`config.mk`:
```
export PLATFORM = sky130hd
export DESIGN_NAME = viewdata_row_attribute_decoder
export DESIGN_NICKNAME = d
export VERILOG_FILES = /design/src/rtl/core/vrad_pkg.sv /design/src/rtl/core/vrad_cell_logic.sv /design/src/rtl/core/viewdata_row_attribute_decoder.sv
export VERILOG_INCLUDE_DIRS = /design/src /design/src/rtl/core
export SDC_FILE = /design/constraint.sdc
export NUM_CORES = 1
export LEC_CHECK = 0
export ABC_AREA = 1
export BUFFER_PORTS_ARGS = -buffer_cell sky130_fd_sc_hd__buf_2
export CORE_MARGIN = 1
export CORE_UTILIZATION = 50
export DETAILED_ROUTE_END_ITERATION = 12
export HOLD_SLACK_MARGIN = 0.02
export PLACE_DENSITY = 0.82
export SLEW_MARGIN = 20
export SYNTH_ARGS = -nofsm -noshare
export SYNTH_HDL_FRONTEND = slang
export SYNTH_HIERARCHICAL = 1
export SYNTH_SLANG_ARGS = --single-unit
```
`constraint.sdc`:
```
create_clock -name clk -period 1.3 [get_ports clk]
set_input_delay 0.195 -clock clk [delete_from_list [all_inputs] [get_ports clk]]
set_output_delay 0.195 -clock clk [all_outputs]
set_load 0.02 [all_outputs]
```
`src/rtl/core/viewdata_row_attribute_decoder_macros.svh`:
```
// ----------------------------------------------------------------------------
// Assertion macros for the viewdata row attribute decoder
// Clocked on clk and disabled while arst_n is low; compiled out with
// NO_ASSERTIONS.
// ----------------------------------------------------------------------------
`ifndef VIEWDATA_ROW_ATTRIBUTE_DECODER_MACROS_SVH
`define VIEWDATA_ROW_ATTRIBUTE_DECODER_MACROS_SVH

`ifndef NO_ASSERTIONS
`define VRAD_ASSERT(lbl, prop) \
	lbl: assert property (@(posedge clk) disable iff (!arst_n) prop) \
		else $error("vrad: property violated");
`define VRAD_ASSERT_NEVER(lbl, cond) \
	lbl: assert property (@(posedge clk) disable iff (!arst_n) !(cond)) \
		else $error("vrad: forbidden condition seen");
`else
`define VRAD_ASSERT(lbl, prop)
`define VRAD_ASSERT_NEVER(lbl, cond)
`endif

`endif

```
`src/rtl/core/vrad_pkg.sv`:
```
// ----------------------------------------------------------------------------
// vrad_pkg
// Types and control code constants shared by the row attribute decoder.
// ----------------------------------------------------------------------------
`timescale 1ns / 1ps

package vrad_pkg;

	// C1 control codes, full 7-bit value
	localparam logic [6:0] CODE_BASE      = 7'h40;
	localparam logic [6:0] CODE_FLASH     = 7'h48;
	localparam logic [6:0] CODE_STEADY    = 7'h49;
	localparam logic [6:0] CODE_NORMAL_HT = 7'h4C;
	localparam logic [6:0] CODE_DOUBLE_HT = 7'h4D;
	localparam logic [6:0] CODE_CONCEAL   = 7'h58;
	localparam logic [6:0] CODE_CONTIG    = 7'h59;
	localparam logic [6:0] CODE_SEPARATED = 7'h5A;
	localparam logic [6:0] CODE_BLACK_BG  = 7'h5C;
	localparam logic [6:0] CODE_NEW_BG    = 7'h5D;
	localparam logic [6:0] CODE_HOLD      = 7'h5E;
	localparam logic [6:0] CODE_RELEASE   = 7'h5F;

	// upper nibble of the alpha and mosaic colour code groups
	localparam logic [3:0] GRP_ALPHA_COLOUR  = 4'h8;
	localparam logic [3:0] GRP_MOSAIC_COLOUR = 4'hA;

	localparam logic [6:0] SPACE_SLOT   = 7'h20;
	localparam logic [2:0] COLOUR_WHITE = 3'd7;
	localparam logic [2:0] COLOUR_BLACK = 3'd0;

	typedef struct packed {
		logic [2:0] fg_colour;
		logic [2:0] bg_colour;
		logic       graphics_mode;
		logic       flash_on;
		logic       conceal_on;
		logic       separated_on;
		logic       hold_on;
		logic [6:0] held_glyph;
		logic       held_valid;
		logic       double_flag;
	} attr_state_t;

	localparam attr_state_t ATTR_DEFAULTS = '{
		fg_colour:     COLOUR_WHITE,
		bg_colour:     COLOUR_BLACK,
		graphics_mode: 1'b0,
		flash_on:      1'b0,
		conceal_on:    1'b0,
		separated_on:  1'b0,
		hold_on:       1'b0,
		held_glyph:    7'd0,
		held_valid:    1'b0,
		double_flag:   1'b0
	};

	typedef struct packed {
		logic       row_start;
		logic       is_control;
		logic [4:0] control_code;
		logic [6:0] cell_char;
	} cell_in_t;

	typedef struct packed {
		logic [6:0] glyph_slot;
		logic       mosaic_font;
		logic       blink;
		logic [2:0] fore_colour;
		logic [2:0] back_colour;
		logic       double_seen;
	} cell_out_t;

endpackage

```
`src/rtl/core/vrad_cell_logic.sv`:
```
// ----------------------------------------------------------------------------
// vrad_cell_logic
// Per-cell attribute update and render decision: current state plus one cell
// in, next state and the cell's display attributes out.
// ----------------------------------------------------------------------------
`timescale 1ns / 1ps

module vrad_cell_logic (
	input  vrad_pkg::attr_state_t cur_state,
	input  vrad_pkg::cell_in_t    cell_in,
	output vrad_pkg::attr_state_t nxt_state,
	output vrad_pkg::cell_out_t   result
);

	vrad_pkg::attr_state_t s;
	vrad_pkg::attr_state_t n;
	logic [6:0] code;
	logic       show_hold;
	logic [6:0] mosaic_glyph;

	assign s    = cell_in.row_start ? vrad_pkg::ATTR_DEFAULTS : cur_state;
	assign code = vrad_pkg::CODE_BASE | {2'b00, cell_in.control_code};
	// pattern is byte minus 0x20 or 0x40; separated adds 0x40
	assign mosaic_glyph = {s.separated_on, cell_in.cell_char[6], cell_in.cell_char[4:0]};
	assign nxt_state = n;

	always_comb begin
		n         = s;
		show_hold = 1'b0;
		result    = '0;
		if (cell_in.is_control) begin
			priority if (code[6:3] == vrad_pkg::GRP_ALPHA_COLOUR) begin
				// alpha black keeps the foreground
				if (code[2:0] != 3'd0) begin
					n.fg_colour = code[2:0];
				end
				n.graphics_mode = 1'b0;
				n.conceal_on    = 1'b0;
				n.held_glyph    = 7'd0;
				n.held_valid    = 1'b0;
			end else if (code[6:3] == vrad_pkg::GRP_MOSAIC_COLOUR && code[2:0] != 3'd0) begin
				n.fg_colour     = code[2:0];
				n.graphics_mode = 1'b1;
				n.conceal_on    = 1'b0;
				if (!s.hold_on) begin
					n.held_glyph = 7'd0;
					n.held_valid = 1'b0;
				end
			end else begin
				unique case (code)
					vrad_pkg::CODE_FLASH:     n.flash_on = 1'b1;
					vrad_pkg::CODE_STEADY:    n.flash_on = 1'b0;
					vrad_pkg::CODE_NORMAL_HT: begin
						n.held_glyph = 7'd0;
						n.held_valid = 1'b0;
					end
					vrad_pkg::CODE_DOUBLE_HT: begin
						n.double_flag = 1'b1;
						n.held_glyph  = 7'd0;
						n.held_valid  = 1'b0;
					end
					vrad_pkg::CODE_CONCEAL:   n.conceal_on   = 1'b1;
					vrad_pkg::CODE_CONTIG:    n.separated_on = 1'b0;
					vrad_pkg::CODE_SEPARATED: n.separated_on = 1'b1;
					vrad_pkg::CODE_BLACK_BG:  n.bg_colour    = vrad_pkg::COLOUR_BLACK;
					vrad_pkg::CODE_NEW_BG:    n.bg_colour    = s.fg_colour;
					vrad_pkg::CODE_HOLD:      n.hold_on      = 1'b1;
					vrad_pkg::CODE_RELEASE:   n.hold_on      = 1'b0;
					default: ;
				endcase
			end

			// hold graphics takes effect at its own cell
			show_hold = (code == vrad_pkg::CODE_HOLD) ? n.hold_on : s.hold_on;
			if (show_hold && n.graphics_mode && n.held_valid) begin
				result.glyph_slot  = n.held_glyph;
				result.mosaic_font = 1'b1;
			end else begin
				result.glyph_slot  = vrad_pkg::SPACE_SLOT;
				result.mosaic_font = 1'b0;
			end
			result.blink       = s.flash_on;
			result.fore_colour = s.conceal_on ? s.bg_colour : s.fg_colour;
			result.back_colour = (code == vrad_pkg::CODE_BLACK_BG || code == vrad_pkg::CODE_NEW_BG)
			                     ? n.bg_colour : s.bg_colour;
		end else begin
			result.glyph_slot  = cell_in.cell_char;
			result.mosaic_font = 1'b0;
			// bytes with bit 5 set are mosaics; the rest pass through as alpha
			if (s.graphics_mode && cell_in.cell_char[5]) begin
				result.glyph_slot  = mosaic_glyph;
				result.mosaic_font = 1'b1;
				n.held_glyph       = mosaic_glyph;
				n.held_valid       = 1'b1;
			end
			result.blink       = s.flash_on;
			result.fore_colour = s.conceal_on ? s.bg_colour : s.fg_colour;
			result.back_colour = s.bg_colour;
		end
		result.double_seen = n.double_flag;
	end

endmodule

```
`src/rtl/core/viewdata_row_attribute_decoder.sv`:
```
// ----------------------------------------------------------------------------
// viewdata_row_attribute_decoder
// Serial attribute decoder for one viewdata row: one character cell per beat
// in, one set of display attributes per beat out.
// ----------------------------------------------------------------------------
//  channel | direction | handshake            | payload
//  in      | sink      | in_valid / in_stall  | row_start is_control control_code cell_char
//  out     | source    | out_valid / out_stall| glyph_slot mosaic_font blink fore_colour
//          |           |                      | back_colour double_seen
//
//  One beat per cycle sustained while out_stall is low; a cell is taken into the
//  input register, and when it advances its result passes through the attribute
//  logic into the result register, from which the result beat is offered.
//  The attribute state updates as a cell moves to the result register.
//  Reset sets the state to row defaults and empties both stages.
//  A stalled output holds its beat; the input register still takes one beat
//  while the result register waits, then in_stall rises.
// ----------------------------------------------------------------------------
`timescale 1ns / 1ps
`include "viewdata_row_attribute_decoder_macros.svh"

module viewdata_row_attribute_decoder (
	input  logic       clk,
	input  logic       arst_n,
	input  logic       in_valid,
	output logic       in_stall,
	input  logic       row_start,
	input  logic       is_control,
	input  logic [4:0] control_code,
	input  logic [6:0] cell_char,
	output logic       out_valid,
	input  logic       out_stall,
	output logic [6:0] glyph_slot,
	output logic       mosaic_font,
	output logic       blink,
	output logic [2:0] fore_colour,
	output logic [2:0] back_colour,
	output logic       double_seen
);

	logic                  valid_s1;
	vrad_pkg::cell_in_t    cell_s1;
	vrad_pkg::attr_state_t state_q;
	vrad_pkg::attr_state_t state_nxt;
	vrad_pkg::cell_out_t   result_nxt;
	vrad_pkg::cell_out_t   result_q;
	logic                  out_valid_q;
	logic                  advance;
	logic                  accept;

	assign advance  = valid_s1 && (!out_valid_q || !out_stall);
	assign in_stall = valid_s1 && !advance;
	assign accept   = in_valid && !in_stall;

	always_ff @(posedge clk or negedge arst_n) begin
		if (!arst_n) begin
			valid_s1 <= 1'b0;
		end else if (accept) begin
			valid_s1 <= 1'b1;
		end else if (advance) begin
			valid_s1 <= 1'b0;
		end
	end

	always_ff @(posedge clk) begin
		if (accept) begin
			cell_s1 <= '{row_start: row_start, is_control: is_control,
			             control_code: control_code, cell_char: cell_char};
		end
	end

	vrad_cell_logic u_cell_logic (
		.cur_state (state_q),
		.cell_in   (cell_s1),
		.nxt_state (state_nxt),
		.result    (result_nxt)
	);

	always_ff @(posedge clk or negedge arst_n) begin
		if (!arst_n) begin
			state_q     <= vrad_pkg::ATTR_DEFAULTS;
			out_valid_q <= 1'b0;
		end else begin
			if (advance) begin
				state_q     <= state_nxt;
				out_valid_q <= 1'b1;
			end else if (!out_stall) begin
				// drop the delivered beat
				out_valid_q <= 1'b0;
			end
		end
	end

	always_ff @(posedge clk) begin
		if (advance) begin
			result_q <= result_nxt;
		end
	end

	assign out_valid   = out_valid_q;
	assign glyph_slot  = result_q.glyph_slot;
	assign mosaic_font = result_q.mosaic_font;
	assign blink       = result_q.blink;
	assign fore_colour = result_q.fore_colour;
	assign back_colour = result_q.back_colour;
	assign double_seen = result_q.double_seen;

	`VRAD_ASSERT(a_state_only_on_advance, !advance |=> $stable(state_q))
	`VRAD_ASSERT(a_advance_fills_output, advance |=> out_valid)
	`VRAD_ASSERT(a_taken_beat_clears, out_valid && !out_stall && !advance |=> !out_valid)
	`VRAD_ASSERT_NEVER(a_stall_needs_item, in_stall && !valid_s1)
	`VRAD_ASSERT_NEVER(a_stall_needs_out_stall, in_stall && !out_stall)

endmodule

```
=== Yosys cells after proc, flatten, opt, wreduce, memory -nomap -nowiden ===
Index checks and enable logic that the tools add are counted.
W data, S select, Z words.

* Equal/unequal tests: 13
* Multiplexer cells: 43
* Reductions and logical operators: 17

{| class="wikitable"
|+ Operator list
! operator !! count
|-
| $mux W8 || 9
|-
| $eq A5 B5 Y1 const B || 7
|-
| $mux W3 || 7
|-
| $eq A5 B4 Y1 const B || 4
|-
| $mux W20 || 1
|-
| $mux W1 || 17
|-
| $mux W15 || 1
|-
| $mux W11 || 1
|-
| $logic_and A1 B1 Y1 || 7
|-
| $mux W2 || 3
|-
| $pmux W1 S2 || 3
|-
| $pmux W3 S2 || 1
|-
| $logic_not A1 Y1 || 4
|-
| $reduce_bool A3 Y1 || 1
|-
| $eq A2 B2 Y1 const B || 1
|-
| $logic_not A2 Y1 || 1
|-
| $logic_or A1 B1 Y1 || 2
|-
| $ne A2 B1 Y1 const B || 1
|-
| $reduce_bool A2 Y1 || 1
|-
| $reduce_or A2 Y1 || 1
|}

* Register bits after elaboration: 52
* Input bits: 18
* Output and inout bits: 18
* Logic and storage cells: 95

=== Longest topological paths before layout ===
Gate-level depths: netlist of the first run.

* Depth in word-level cells: 10
* Gate-level depth with buffers: 10
* Gate-level depth less buffers: 9

=== By module ===
Netlist of the first run, hierarchy kept.

{| class="wikitable"
|+ By module, submodules not included
! module !! instances !! cells an instance !! area an instance (um^2) !! sequential area each (um^2)
|-
| viewdata_row_attribute_decoder || 1 || 127 || 1788.0 || 1455.1
|-
| vrad_cell_logic || 1 || 160 || 743.2 || 0.0
|}

=== Least setup slack after synthesis of the first run ===
Ideal clock, no wire load.

* Kind: register to register
* Start point: reg out_valid_q (netlist: out_valid)
* End point: reg result_q, in the netlist back_colour[0] (enable)
* Setup time: 0.364 ns
* Arrival: 1.123 ns
* Required time: 0.936 ns
* Path slack: -0.187 ns
* Stages on the path, launching flop included: 5
* Buffers on the path: 1
* Cell sequence: dfrtp_1 > nand2_2 > nand2_2 > buf_6 > inv_1

* Cells in the longest elaborated chain, start to end: 3

{| class="wikitable"
|+ Ends and longest elaborated chain
! what !! line !! source
|-
| from (decl) || viewdata_row_attribute_decoder.sv:47 || <nowiki>logic out_valid_q;</nowiki>
|-
| from (signal assigned) || viewdata_row_attribute_decoder.sv:82 || <nowiki>out_valid_q <= 1'b0;</nowiki>
|-
| from (signal assigned) || viewdata_row_attribute_decoder.sv:86 || <nowiki>out_valid_q <= 1'b1;</nowiki>
|-
| from (signal assigned) || viewdata_row_attribute_decoder.sv:89 || <nowiki>out_valid_q <= 1'b0;</nowiki>
|-
| $logic_not A1 Y1 || viewdata_row_attribute_decoder.sv:51 || <nowiki>assign advance = valid_s1 && (!out_valid_q || !out_stall);</nowiki>
|-
| $logic_or A1 B1 Y1 || viewdata_row_attribute_decoder.sv:51 ||
|-
| $logic_and A1 B1 Y1 || viewdata_row_attribute_decoder.sv:51 ||
|-
| named net advance || viewdata_row_attribute_decoder.sv:48 || <nowiki>logic advance;</nowiki>
|-
| to (signal assigned) || viewdata_row_attribute_decoder.sv:96 || <nowiki>result_q <= result_nxt;</nowiki>
|-
| to (decl) || viewdata_row_attribute_decoder.sv:46 || <nowiki>vrad_pkg::cell_out_t result_q;</nowiki>
|}

The timed path passes the listed nets, and every way through them passes these cells.
A chain may end at the register's enable or synchronous reset.

==> results of run 1 <==
where the power goes:
group	total (uW)	switching [uW]	internal [uW]
Combinational	947	591	356
Sequential	2100	115	1980
Clock	933	498	435
Total	3980	1200	2770
stage by stage:
| stage | hold slack, ns | setup slack, ns | utilization |
|---|---|---|---|
| floorplan | -0.1006 | -0.05142 | - |
| global placement | 0.2047 | -0.1329 | 0.6272 |
| detailed placement | 0.2129 | -0.2051 | 0.6272 |
| CTS | 0.05050 | -0.1338 | 0.6750 |
| global route | 0.04947 | -0.2906 | 0.6944 |
| finish | 0.06003 | -0.2478 | 0.6944 |
layout by cell type, fill, tap and decap left out, drive strengths merged:
cell and n:
a21oi 6, a31oi 1, buf 76, clkbuf 8, clkinvlp 1, dfrtp 19, dfstp 3, dlygate4sd3 1
edfxtp 30, inv 22, nand2 94, nand3 31, nand4 8, nor2 17, o211ai 2, o21ai 34
o22ai 3, o31ai 2, o41ai 1
cell type report:
class | instances | area share
multi-input cells | 199 | 0.3242
inverters | 23 | 0.02711
repair buffers | 77 | 0.1581
flip-flops and latches | 52 | 0.4383
clock buffers | 8 | 0.02711
well taps | 67 | 0.02523
cells by family after synthesis:
logic type / after synthesis / share of synthesized area
buffers and inverters: 36 / 0.06426
AO/OA/AOI/OAI: 49 / 0.1058
flip-flops: 52 / 0.5749
AND/OR/NAND/NOR: 150 / 0.2551
metal layers:
layer,vias to the layer above,global-route usage,routed length (um)
li1,1112,-,-
met1,1092,0.3422,2701
met2,126,0.4218,3106
met3,30,0.05939,460
met4,0,0.1373,204
met5,-,0,0
worst paths after layout:
check	start	cells past startpoint	slack, ns	endpoint
worst min register to register	state_q[19]	2	0.48	state_q[19]
worst min-delay path	cell_char[1]	1	0.06	cell_s1[1]
worst max-delay path	cell_s1[11]	8	-0.25	glyph_slot[5]
worst max register to register	cell_s1[11]	8	-0.25	glyph_slot[5]
min in group asynchronous	arst_n	2	0.39	valid_s1
max in group asynchronous	arst_n	2	0.51	out_valid
cell usage after synthesis (all sizes together):
master / instances
a21oi: 6
a31oi: 1
buf: 10
clkbuf: 3
dfrtp: 19
dfstp: 3
edfxtp: 30
inv: 23
nand2: 94
nand3: 31
nand4: 8
nor2: 17
o211ai: 2
o21ai: 34
o22ai: 3
o31ai: 2
o41ai: 1
sequential cells by signal (all words and copies together) (netlist names):
name,cells
blink,1
valid_s1,1
out_valid,1
cell_s1,14
fore_colour,3
back_colour,3
glyph_slot,7
double_seen,1
mosaic_font,1
state_q,20
critical path: stages (launching register included):
cell      delay [ns]
edfxtp_1        0.48
nor2_2          0.27
nand2_2         0.11
nand2_1         0.08
nor2_1          0.04
nand2_1         0.13
nand3_2         0.09
nand2_1         0.06
nand2_1         0.04
what timing repair did:
item / 4_1_cts / 5_1_grt
buffers inserted: 3 / 3
endpoints found under the hold margin: 19 / 0
gates resized for setup: 34 / 18
pin swaps: 14 / 19
endpoints found under the setup margin: 32 / 43
gates cloned: 0 / 0
hold buffers: 1 / 0
==> metrics.cfg, run 1 <==
[clock_network]
cts_tree=yes
cts-buffers-inserted=5
cts.sinks=52
path_clk_slew_ns=0.08
clk_path_buf_depth=2
h-tree-depth=2
ctsRootBufferMaster=clkbuf_8
clock_latency_ns=0.31

[grt]
first_global_vias=2216
grt_antenna_before_repair=0
grt_first_pass_wirelength_um=10390
gr-total-overflow=0
track_usage=0.2660
grt_max_degree=23

[placed_design]
dpl_cell_area_sq_um=3002
hpwlAfterDp_um=3982
numPortBuffers=35
globalplace.congestion=0.8784
dp_cells=411

[yosys]
synth-seq-area-share=0.5749
syn_inst=287
ys_types=26
synth_area_leaders=edfxtp_1, dfrtp_1, nand2_1
syn-cell-area_sq_um=2531
syn_nets=305
synth_top_area_cell=edfxtp_1
ys_warn_count=6
yosys.area.top_type_share=0.3559
ys_ff_latch=52
syn_avg_cell_area_sq_um=8.819

[outcome]
violations=negative setup slack
status=complete, but fails checks

[job]
drv_cap=0

[drt]
drt_drc_violations_left=0
wire_per_inst_um=15.19
vias=2360
vias_per_cell=5.540
drt_iter0_markers=304
dr.pass1.iters=5
wirelength_um=6472
ant_nets=0

[timing]
period_minus_slack_ns=1.548
finalSetupTns_ns=-4.768
worst_pin_slew_ns=0.5424
grt_setup_unrepaired=true
fin_crit_sh=1.191
fin_ws_ns=-0.2478
setup_viol=35
finalHoldViolCount=0
finalClockSkew_ns=0.01089
slew_headroom=0.6384
clock.fmax_mhz=646.1
slew_viol_final=0

[setup_path]
critPathCaptureType=register
criticalPathCategory=register to register
cp-start-kind=register
arrival_ns=1.61
crit_fanout=4
required_ns=1.36

[floorplanning]
dieWidth_um=73.15
boundaryPins=36
dieArea_sq_um=5351
rows=25
die-height_um=73.15
initial_core_util=0.5289
core_area_sq_um=4786

[pwr]
vdd_drop_max_mv=0.7279
leakagePower_uw=0.001564
power.density_nw_per_um2=1196
total_power_uw=3976

[cells_and_area]
regArea_sq_um=1456
nFillCells=352
nNetsFinal=376
layout-drive-gt1-share=0.3760
layout.cells.non_filler=426
diodes=0
fin_area_sq_um=3323
area_growth_pct=31.29
multi_input_area_sq_um=1077

[worst_hold_path]
hold_class=input port to register

Power figures use the tool's default switching activity.
==> run 2, diff against run 1 <==
SETUP_SLACK_MARGIN = 0.2   (was unset)
==> run 2 against run 1 <==
The run still ends with negative setup slack left. Sequential power grew 2%. Register-to-register slack lost 0.11 ns. Clock power grew 8%. Total power grew 10%. Critical path type unchanged.
==> metrics.cfg, run 2 (same netlist as run 1, synthesis figures left out) <==
[setup_path]
r2r-start=cell_s1[13]
arrival_ns=1.86  ; +0.25 ns
crit_fanout=8  ; +4
cp-startpoint=cell_s1[13]
path_cells=clkinv_4 > nand2_4 > nand3_2 > buf_4 > nand4_1 > o21ai_0 > nand3_1 > nand2_1
required_ns=1.50  ; +0.14 ns
cp-start-kind=register
r2r_cells=8  ; unchanged
critPathTopFamily=simple AND/OR/NAND/NOR gates
criticalPathCategory=register to register
cp_slowest_cell=edfxtp_1
max_stage_delay_ns=0.48  ; about the same
r2r-end=state_q[2]
setup.worst_path.end=state_q[2]
critPathBufInv=2  ; +2
r2r_slack_ns=-0.36  ; -0.11 ns
critPathCaptureType=register
crit_cells=8  ; unchanged

[timing]
grt_setup_unrepaired=true
slew_viol_final=0  ; unchanged
fin_crit_sh=1.278  ; +0.08708
worst_pin_slew_ns=0.5865  ; +0.04406 ns
clock.fmax_mhz=602.0  ; -6.8%
finalSetupTns_ns=-6.839  ; -2.071 ns
finalClockSkew_ns=0.008037  ; -0.002855 ns
setup_viol=35  ; unchanged
slew_headroom=0.6090  ; -0.02938
finalHoldViolCount=0  ; unchanged
fin_ws_ns=-0.3610  ; -0.1132 ns
period_minus_slack_ns=1.661  ; +0.1132 ns

[cells_and_area]
utilization=0.7835  ; +0.08915
layout-drive-gt1-share=0.4665  ; +0.09044
layout_commonest_cell=nand2_1
fin_area_sq_um=3750  ; +13%
largest-register=state_q
diodes=0  ; unchanged
final_cell_mix=nand2_1, buf_2, buf_4
largest_register_ffs=20  ; unchanged
nNetsFinal=390  ; +3.7%
nFillCells=267  ; -24%
area_growth_pct=48.15

[placed_design]
hpwlAfterDp_um=3862  ; -3.0%
globalplace.congestion=0.8544  ; -2.7%
numPortBuffers=35  ; unchanged
dpl_cell_area_sq_um=2978  ; -0.79%
dp_slack_ns=-0.1775  ; +0.02763 ns

[clock_network]
clk_path_buf_depth=2  ; unchanged
cts_tree=yes
cts-buffers-inserted=5  ; unchanged
path_clk_slew_ns=0.09  ; about the same
ctsRootBufferMaster=clkbuf_8
clock_latency_ns=0.31  ; about the same
h-tree-depth=2  ; unchanged
cts.sinks=52  ; unchanged

[drt]
wire_per_inst_um=20.39  ; +34%
vias=2721  ; +15%
drt_iter0_markers=503  ; +65%
dr.pass1.iters=6  ; +1
vias_per_cell=6.184  ; +12%
drt_drc_violations_left=0  ; unchanged
ant_nets=0  ; unchanged
wirelength_um=8970  ; +39%

[pwr]
total_power_uw=4374  ; +10%
power.density_nw_per_um2=1166  ; -2.5%
leakagePower_uw=0.001709  ; +9.3%
vdd_drop_max_mv=1.114  ; +53%

[grt]
gr-total-overflow=0  ; unchanged
track_usage=0.2819  ; +0.01591
grt_first_pass_wirelength_um=11110  ; +6.9%
use_met2=0.4794  ; +0.05761
grt_max_degree=23  ; unchanged
first_global_vias=2359  ; +6.5%
grt.busiest_layer=met2
gr-usage-met3=0.05939  ; unchanged
met1_usage=0.3388  ; -0.003340
grt_antenna_before_repair=0  ; unchanged

[worst_hold_path]
worstHoldStart=control_code[1]
hold_class=input port to register

[floorplanning]
dieArea_sq_um=5351  ; unchanged
boundaryPins=36  ; unchanged
rows=25  ; unchanged
dieWidth_um=73.15  ; unchanged
initial_core_util=0.5289  ; unchanged
die-height_um=73.15  ; unchanged
core_area_sq_um=4786  ; unchanged

[outcome]
status=complete, but fails checks
violations=negative setup slack

[job]
drv_cap=0  ; unchanged

-- run 2: cell count changes in the layout (fill, tap and decap cells not counted), moves of 4 or more --
cell	previous run	this run
buf_4	37	32
o21ai_2	2	7
buf_6	2	19
nand2_4	3	7
nor2_1	10	0
inv_1	13	9
nor2_4	2	12
o21ai_0	17	10
inv_4	0	4
-- run 2: area by class of cell --
class                   count  area [sq um]  area share
clock buffers               8         100.1     0.02669
inverters                  23         108.9     0.02903
multi-input cells         201          1284      0.3423
flip-flops and latches     52          1456      0.3884
well taps                  67         83.83     0.02236
repair buffers             89         716.9      0.1912
-- run 2: layer usage --
layer	part of all wire	routed length, um
met3	0.11	981
met4	0.058	517
met1	0.35	3138
met2	0.48	4332
met5	0	0
-- run 2: how the worst min path moves through the flow --
| stage | endpoint | slack, ns | cells after the start |
|---|---|---|---|
| 3_5_place_dp | valid_s1 | 0.22 | 1 |
| 6_report | cell_s1[8] | 0.06 | 1 |
| 3_3_place_gp | state_q[0] | 0.21 | 1 |
| 4_1_cts | cell_s1[2] | 0.05 | 1 |
| 5_1_grt | cell_s1[7] | 0.04 | 1 |
| 2_1_floorplan | out_valid | -0.10 | 0 |
-- run 2: worst register-to-register path, stage by stage (launching register included) --
cell and delay (ns):
edfxtp_1 0.48, clkinv_4 0.19, nand2_4 0.12, nand3_2 0.13, buf_4 0.18, nand4_1 0.10, o21ai_0 0.16, nand3_1 0.13
nand2_1 0.07
-- run 2: timing repair --
| item | in CTS | in global routing |
|---|---|---|
| pin swaps | 13 | 29 |
| gates resized for setup | 62 | 60 |
| endpoints found under the setup margin | 66 | 67 |
| hold buffers | 1 | 0 |
| endpoints found under the hold margin | 19 | 0 |
| cloned | 2 | 1 |
| setup buffers | 16 | 8 |
-- run 2: power breakdown --
| part | switching [uW] | total, uW | internal, uW |
|---|---|---|---|
| Clock | 524 | 1010 | 487 |
| Sequential | 157 | 2140 | 1980 |
| Combinational | 742 | 1220 | 480 |
| Total | 1420 | 4370 | 2950 |
-- run 2: metrics by stage --
step                      hold slack (ns)  cells
after CTS                         0.05168    431
final                             0.05994    440
after detailed placement           0.2163    404
after floorplan                   -0.1006    287
after global routing              0.04295    440
after global placement             0.2056    404
==> run 3, diff against run 2 <==
ABC_AREA = unset   (was 1)
BUFFER_PORTS_ARGS = unset   (was -buffer_cell sky130_fd_sc_hd__buf_2)
DONT_BUFFER_PORTS = 1   (was unset)
PLACE_DENSITY = 0.76   (was 0.82)
==> run 3 against run 2 <==
The flow still finishes with violations (negative setup slack). Sequential share of layout area grew 1.2 points. Cell count shrank 23%. Count of clock-buffer cells in the layout shrank 2. Synthesized cell count shrank 30%. Non-clock buffer count shrank 19. Register-to-register slack lost 0.22 ns. Combinational power shrank 30%. Largest cell class unchanged.
==> metrics.cfg, run 3 <==
[cells_and_area]
largest_register_ffs=20  ; unchanged
final_cell_mix=edfxtp_1, buf_4, buf_6
nNetsFinal=287  ; -26%
layout_commonest_cell=edfxtp_1
diodes=0  ; unchanged
area_growth_pct=48.04  ; about the same
nFillCells=256  ; -4.1%
regArea_sq_um=1456  ; unchanged
multi_input_area_sq_um=1179  ; -8.2%
utilization=0.7698  ; -0.01373
largest-register=state_q
layout.cells.non_filler=337  ; -23%
layout-drive-gt1-share=0.4667  ; about the same

[yosys]
synth_common_cells=edfxtp_1, nand2_1, mux2_2
syn-cell-area_sq_um=2456  ; -3.0%
syn_inst=202  ; -30%
async_reset_ff_frac=0.4231  ; unchanged
syn_avg_cell_area_sq_um=12.16  ; +38%
synth_top_area_cell=edfxtp_1
syn_nets=220  ; -28%
synth_area_leaders=edfxtp_1, dfrtp_1, mux2_2
yosys.area.top_type_share=0.3668  ; +0.01088
ys_types=36  ; +38%
synth-seq-area-share=0.5925  ; +0.01757
ys_ff_latch=52  ; unchanged
ys_warn_count=6  ; unchanged
synth_edf_count=30  ; unchanged
synth_most_common_cell=edfxtp_1
synthFlopType=edfxtp_1

[pwr]
leakagePower_uw=0.001442  ; -16%
switching_share=0.2660  ; -0.05938
vdd_drop_max_mv=0.7833  ; -30%
p_clk_frac=0.284  ; +0.053
p_sw_uw=1089  ; -24%
seqPwrFrac=0.507  ; +0.018
combPwrFrac=0.209  ; -0.071
total_power_uw=4093  ; -6.4%
internal_power_uw=3004  ; +1.8%
power.density_nw_per_um2=1126  ; -3.5%

[placed_design]
globalplace.congestion=0.8121  ; -5.0%
dp_cells=288  ; -29%
hpwlAfterDp_um=3226  ; -16%
numPortBuffers=0  ; -100%

[outcome]
violations=negative setup slack
status=complete, but fails checks

[setup_path]
r2r-start=cell_s1[8]
crit_fanout=7  ; -1
criticalPathCategory=register to register
critPathCaptureType=register
critPathBufInv=0  ; -2
cp-startpoint=cell_s1[8]
required_ns=1.56  ; +0.06 ns
arrival_ns=2.14  ; +0.28 ns
cp_slowest_cell=edfxtp_1
path_cells=nor3_2 > or3_4 > a21oi_4 > o41ai_1 > mux2_2
cp-start-kind=register
max_stage_delay_ns=0.49  ; about the same
critPathTopFamily=simple AND/OR/NAND/NOR gates

[drt]
wirelength_um=6919  ; -23%
vias=1989  ; -27%
vias_per_cell=5.902  ; -4.6%
wire_per_inst_um=20.53  ; +0.71%
drt_drc_violations_left=0  ; unchanged
drt_iter0_markers=191  ; -62%
dr.pass1.iters=4  ; -2
ant_nets=0  ; unchanged

[grt]
gr-total-overflow=0  ; unchanged
grt_first_pass_wirelength_um=10190  ; -8.3%
grt_max_degree=23  ; unchanged
track_usage=0.2657  ; -0.01619
grt_antenna_before_repair=0  ; unchanged
first_global_vias=2013  ; -15%

[timing]
worst_pin_slew_ns=0.5449  ; -0.04157 ns
fin_crit_sh=1.445  ; +0.1675
whs_ns=0.08221  ; +0.02227 ns
fin_ws_ns=-0.5788  ; -0.2178 ns
setup_viol=41  ; +17%
clock.fmax_mhz=532.3  ; -12%
finalSetupTns_ns=-10.76  ; -3.917 ns
finalHoldViolCount=0  ; unchanged
grt_setup_unrepaired=true
slew_viol_final=0  ; unchanged
slew_headroom=0.6367  ; +0.02771
period_minus_slack_ns=1.879  ; +0.2178 ns
finalClockSkew_ns=0.01328  ; +0.005239 ns

[floorplanning]
die-height_um=72.09  ; -1.5%
boundaryPins=36  ; unchanged
dieArea_sq_um=5196  ; -2.9%
initial_core_util=0.5200  ; -0.008889
core_area_sq_um=4723  ; -1.3%
dieWidth_um=72.09  ; -1.5%
rows=25  ; unchanged

[clock_network]
clock_latency_ns=0.31  ; about the same
path_clk_slew_ns=0.10  ; about the same
h-tree-depth=2  ; unchanged
cts-buffers-inserted=5  ; unchanged
ctsRootBufferMaster=clkbuf_8
cts.sinks=52  ; unchanged
cts_tree=yes
clk_path_buf_depth=2  ; unchanged

[worst_hold_path]
worstHoldStart=out_stall
hold_class=input port to register

[job]
drv_cap=0  ; unchanged

[run 3: changes by cell type in the layout (fill, tap and decap cells not counted), moves of 10 or more]
cell           previous run  this run
nand3_1                  21         1
nor2_1                    0        10
nor2_4                   12         2
o21ai_0                  10         0
buf_2                    33         1
dlygate4sd3_1             1        17
mux2_4                    0        11
mux2_2                    0        10
nand2_1                  78        20
o21ai_1                  17         3
[run 3: metrics by stage]
stage	worst slack (ns)	instance area [sq um]
2_1_floorplan	-0.3756	2615
3_3_place_gp	-0.3916	2816
3_5_place_dp	-0.4640	2816
4_1_cts	-0.3944	3550
5_1_grt	-0.6198	3636
6_report	-0.5788	3636
[run 3: cell families after synthesis]
family	synth area share
buffers and inverters	0.04584
AOI/OAI and AO/OA	0.1391
muxes	0.1126
DFF	0.5925
and+or+nand+nor	0.1100
[run 3: metal layers]
| layer | wire length (um) | global-route usage |
|---|---|---|
| met5 | 0 | 0 |
| met3 | 322 | 0.05139 |
| met4 | 196 | 0.1155 |
| met2 | 3598 | 0.4569 |
| met1 | 2802 | 0.3265 |
[run 3: final timing paths]
path | end | slack (ns) | cells after the start
setup / recovery | state_q[7] | -0.58 | 5
min in group asynchronous | state_q[15] | 0.39 | 2
max in group asynchronous | out_valid | 0.51 | 2
hold reg to reg | state_q[6] | 0.52 | 1
setup reg to reg | state_q[7] | -0.58 | 5
hold / removal | valid_s1 | 0.08 | 2
[run 3: area by class of cell]
type	count	area share
clock buffer	6	0.02271
clock inverter	2	0.01067
multi-input combinational	130	0.3242
inverter	10	0.01273
sequential	52	0.4006
tap	67	0.02306
timing repair buffer	70	0.2061
[run 3: power by group through the flow]
stage	clock network [uW]	logic (uW)	registers, uW
4_1_cts	1160	779	2070
3_3_place_gp	0	487	2090
5_1_grt	1220	900	2090
6_report	1160	855	2080
3_5_place_dp	0	500	2100
2_1_floorplan	0	381	2070
[run 3: timing repair]
action,in CTS,in global routing
gates resized for setup,53,14
endpoints found under the setup margin,67,67
hold buffers,17,1
hold endpoints to repair,38,19
pin swaps,19,7
cloned,4,0
setup buffers,16,3
